### config.mk
export PLATFORM = sky130hd
export DESIGN_NAME = htd_step_unit
export DESIGN_NICKNAME = d
export VERILOG_FILES = /design/src/rtl/huffman_tree_decoder_defines.svh /design/src/rtl/htd_pkg.sv /design/src/rtl/htd_step_unit.sv
export SDC_FILE = /design/constraint.sdc
export NUM_CORES = 1
export LEC_CHECK = 0
export BUFFER_PORTS_ARGS = -buffer_cell sky130_fd_sc_hd__buf_4
export CORE_MARGIN = 3
export CORE_UTILIZATION = 33
export DETAILED_ROUTE_END_ITERATION = 7
export PLACE_DENSITY_LB_ADDON = 0.1
export SETUP_SLACK_MARGIN = 0.02
export SYNTH_ARGS = -nofsm -noshare
export SYNTH_HDL_FRONTEND = slang
export SYNTH_SLANG_ARGS = --single-unit
### constraint.sdc
create_clock -name vclk -period 3.21
set_clock_uncertainty 0.15 [all_clocks]
set_input_delay 0.642 -clock vclk [all_inputs]
set_output_delay 0.642 -clock vclk [all_outputs]
set_load 0.01 [all_outputs]
### src/rtl/huffman_tree_decoder_defines.svh
// Assertion macros shared by the code tree decoder RTL.
`ifndef HUFFMAN_TREE_DECODER_DEFINES_SVH
`define HUFFMAN_TREE_DECODER_DEFINES_SVH

`ifndef SYNTHESIS
// Check that cons holds in the same cycle as ante.
`define HTD_ASSERT_NOW(label, ante, cons) \
    label: assert property (@(posedge clk) disable iff (!rst_n) (ante) |-> (cons)) \
        else $error("code tree decoder check failed");
// Check that cons holds in the cycle after ante.
`define HTD_ASSERT_NEXT(label, ante, cons) \
    label: assert property (@(posedge clk) disable iff (!rst_n) (ante) |=> (cons)) \
        else $error("code tree decoder check failed");
`else
`define HTD_ASSERT_NOW(label, ante, cons)
`define HTD_ASSERT_NEXT(label, ante, cons)
`endif

`endif

### src/rtl/htd_pkg.sv
// Types, codes and constants of the code tree decoder.
package htd_pkg;

    localparam int SYMBOL_COUNT = 256;
    localparam int MAX_CODE_LEN = 32;
    localparam int NODE_DEPTH   = 512;

    localparam int SYM_W  = 8;
    localparam int LEN_W  = 6;
    localparam int NODE_W = $clog2(NODE_DEPTH);
    localparam int USED_W = $clog2(NODE_DEPTH + 1);
    localparam int SUM_W  = USED_W + 1;
    localparam int IDX_W  = (MAX_CODE_LEN > 1) ? $clog2(MAX_CODE_LEN) : 1;

    localparam logic [LEN_W-1:0]  LEN_ONE   = LEN_W'(1);
    localparam logic [LEN_W-1:0]  LEN_MAX   = LEN_W'(MAX_CODE_LEN);
    localparam logic [SYM_W:0]    SYM_LIMIT = (SYM_W + 1)'(SYMBOL_COUNT);
    localparam logic [USED_W-1:0] USED_ONE  = USED_W'(1);
    localparam logic [NODE_W-1:0] NODE_ONE  = NODE_W'(1);
    localparam logic [IDX_W-1:0]  IDX_ONE   = IDX_W'(1);
    localparam logic [SUM_W-1:0]  SUM_ONE   = SUM_W'(1);
    localparam logic [SUM_W-1:0]  SUM_LIMIT = SUM_W'(NODE_DEPTH);

    typedef enum logic [1:0] {
        FN_CLEAR  = 2'd0,
        FN_INSERT = 2'd1,
        FN_DECODE = 2'd2
    } func_t;

    typedef enum logic [2:0] {
        ST_SYMBOL   = 3'd0,
        ST_INS_OK   = 3'd1,
        ST_CONFLICT = 3'd2,
        ST_MISSING  = 3'd3,
        ST_CLEARED  = 3'd4
    } status_t;

    typedef enum logic [2:0] {
        S_IDLE,
        S_DEC_CUR,
        S_DEC_CHILD,
        S_INS_WALK,
        S_INS_LINK,
        S_INS_FILL,
        S_EMIT
    } state_t;

    typedef struct packed {
        logic [1:0]             has;
        logic [1:0][NODE_W-1:0] kid;
        logic [SYM_W-1:0]       sym;
    } node_t;

    typedef struct packed {
        logic [1:0]              func;
        logic [MAX_CODE_LEN-1:0] code_word;
        logic [LEN_W-1:0]        code_length;
        logic [SYM_W-1:0]        symbol_in;
        logic                    data_bit;
    } req_t;

    typedef struct packed {
        logic [SYM_W-1:0] symbol_out;
        logic [2:0]       status;
    } rsp_t;

    typedef struct packed {
        logic              we;
        logic [NODE_W-1:0] waddr;
        node_t             wdata;
        logic              re;
        logic [NODE_W-1:0] raddr;
    } store_req_t;

    typedef struct packed {
        node_t                   entry;
        logic [MAX_CODE_LEN-1:0] code;
        logic [IDX_W-1:0]        idx;
        logic                    use_data;
        logic                    data_bit;
    } step_req_t;

    typedef struct packed {
        logic              b;
        logic              has;
        logic [NODE_W-1:0] kid;
        logic              leaf;
        logic              last;
        logic [IDX_W-1:0]  idx_dn;
    } step_rsp_t;

endpackage

### src/rtl/htd_step_unit.sv
// Shared tree step unit: bit select, branch lookup, leaf test, index count-down.
module htd_step_unit (
    input  htd_pkg::step_req_t req,
    output htd_pkg::step_rsp_t rsp
);

    logic b;

    // Pick the branch bit from the code word or from the decode bit
    assign b = req.use_data ? req.data_bit : req.code[req.idx];

    // Look up the branch and classify the node
    always_comb
    begin
        rsp.b      = b;
        rsp.has    = req.entry.has[b];
        rsp.kid    = req.entry.kid[b];
        rsp.leaf   = ~|req.entry.has;
        rsp.last   = (req.idx == '0);
        rsp.idx_dn = req.idx - htd_pkg::IDX_ONE;
    end

endmodule

==> impl_metrics.tcl <==
set metrics [dict create \
    syn_area_sq_um 619 \
    grt_pass1_vias 812 \
    drc_errors 0 \
    grt_setup_unrepaired "false" \
    diodes 0 \
    endpoint_kind "output port" \
    synth_cell_types 25 \
    fillCellCount 140 \
    startpoint "req[2]" \
    power_density_nw_per_um2 171 \
    crit_end "rsp[11]" \
    core_area_sq_um 1750 \
    start_util_pct 35.5 \
    multi_input_area_sq_um 546 \
    drv_cap 0 \
    hold_start "req[65]" \
    dpl.hpwl_um 1790 \
    drive_above_1_share_pct 79.7 \
    fin_tns_setup_ps 0 \
    grt_max_degree 9 \
    die_w_um 49.3 \
    worst-setup-path-type "in -> out" \
    seqCellArea_sq_um 0 \
    yosysWarnings 0 \
    leakagePower_nw 0.674 \
    slew_violations 0 \
    area_growth_pct 107 \
    tightest_slew_ps 363 \
    synth_top_cell_area_share_pct 24.2 \
    die_h_um 49.3 \
    path_max_fanout 6 \
    whs_ps 1380 \
    crit_path_start_kind "input pin" \
    arrival_ps 2320 \
    holdCritPathClass "in -> out" \
    yosysMostFrequentCell "mux2_4" \
    wl_um 2110 \
    core.rowCount 15 \
    finalCriticalPeriod_ps 3110 \
    min_period_over_period_pct 97.0 \
    synth.area.top_cells "mux2_4 24%, mux4_1 13%, mux4_2 11%, mux2_2 5.5%, bufbuf_16 5.3%" \
    synthTopCellsByCount "10 x mux2_4, 5 x nand2_1, 4 x inv_1" \
    track_usage_pct 17.7 \
    ios 85 \
    first_pass_iters 4 \
    die-area_sq_um 2430 \
    slew_headroom_pct 75.5 \
    seq_area_frac_synth_pct 0 \
    gr-total-overflow 0 \
    grt_pass1_wl_um 3570 \
    final_area_sq_um 1280 \
    placed_area_sq_um 1190 \
    drtAntennaViolNets 0 \
    synth_fp_nets 124 \
    timing.fmax_ghz 0.321 \
    setup_viol 0 \
    nClkBuffers 0 \
    hold_violations 0 \
    design.seq.count 0 \
    antenna_found_initial 0 \
    p_total_w 0.000219 \
    viasPerCell 4.78 \
    port-buffer-count 77 \
    vias 756 \
    drtIter0Drc 5 \
    crit_required_ps 2420 \
    wl_per_cell_um 13.4 \
    netlist_instances 55 \
    nets 204 \
    status "finished clean" \
    place_congestion 0.711 \
    syn_avg_cell_area_sq_um 11.3 \
    peakVddDrop_uv 83.3 \
    yosysTopAreaCell "mux2_4" \
]
## through the flow
| step | instances | utilization, % | worst slack, ps |
|---|---|---|---|
| 3_5_place_dp | 157 | 68.2 | -162 |
| 2_1_floorplan | 55 | - | 259 |
| 5_1_grt | 158 | 73.4 | 26.1 |
| 3_3_place_gp | 157 | 68.2 | -146 |
| 4_1_cts | 158 | 73.0 | 66.0 |
| 6_report | 158 | 73.4 | 96.6 |
## how the worst min path moves through the flow
stage,depth (start not counted),to
2_1_floorplan,1,rsp[6]
3_3_place_gp,3,rsp[6]
3_5_place_dp,3,rsp[6]
4_1_cts,3,rsp[6]
5_1_grt,3,rsp[6]
6_report,3,rsp[6]
## cells in the final DEF, fill, tap and decap left out, drive strengths merged, types with 2 or more instances in the layout
cell type  count
a221oi         2
buf           83
ha             2
inv            4
mux2          13
mux2i          3
mux4           6
nand2          5
nor2           3
xor2           2
## worst max-delay path, cell delays in order
cell	delay [ps]
buf_12	100
mux4_2	500
mux2i_2	170
a221oi_2	110
a31oi_4	210
buf_6	170
mux2_4	300
buf_6	120
## layer usage
| metal | wire [um] | vias to the layer above | track usage [%] |
|---|---|---|---|
| met5 | 0 | - | 0 |
| met4 | 0 | 0 | 0 |
| met3 | 225 | 0 | 3.06 |
| met2 | 1210 | 43 | 37.3 |
| met1 | 673 | 348 | 18.5 |
| li1 | - | 365 | - |
## power breakdown
group / internal (W) / switching [W]
logic: 0.000147 / 0.0000728
clock network: 0 / 0
registers: 0 / 0
## kinds of logic after synthesis
logic type	synth area share, %
simple gates	11.7
buf+inv	14.7
fa+ha+maj	4.04
mux	58.2
compound gates	7.07
xor+xnor	4.24
## layout make-up
class,count,share of cell area (%)
Timing Repair Buffer,83,53.8
Multi-Input combinational cell,46,42.6
Tap cell,25,2.44
Inverter,4,1.17
## timing repair
item	4_1_cts	5_1_grt
gates resized for setup	18	1
endpoints found under the setup margin	10	10
hold buffers	0	0
endpoints found under the hold margin	0	0
pin swaps	3	1
setup buffers	0	0
cloned	1	0
No activity file was read; power rests on OpenSTA's default activity.
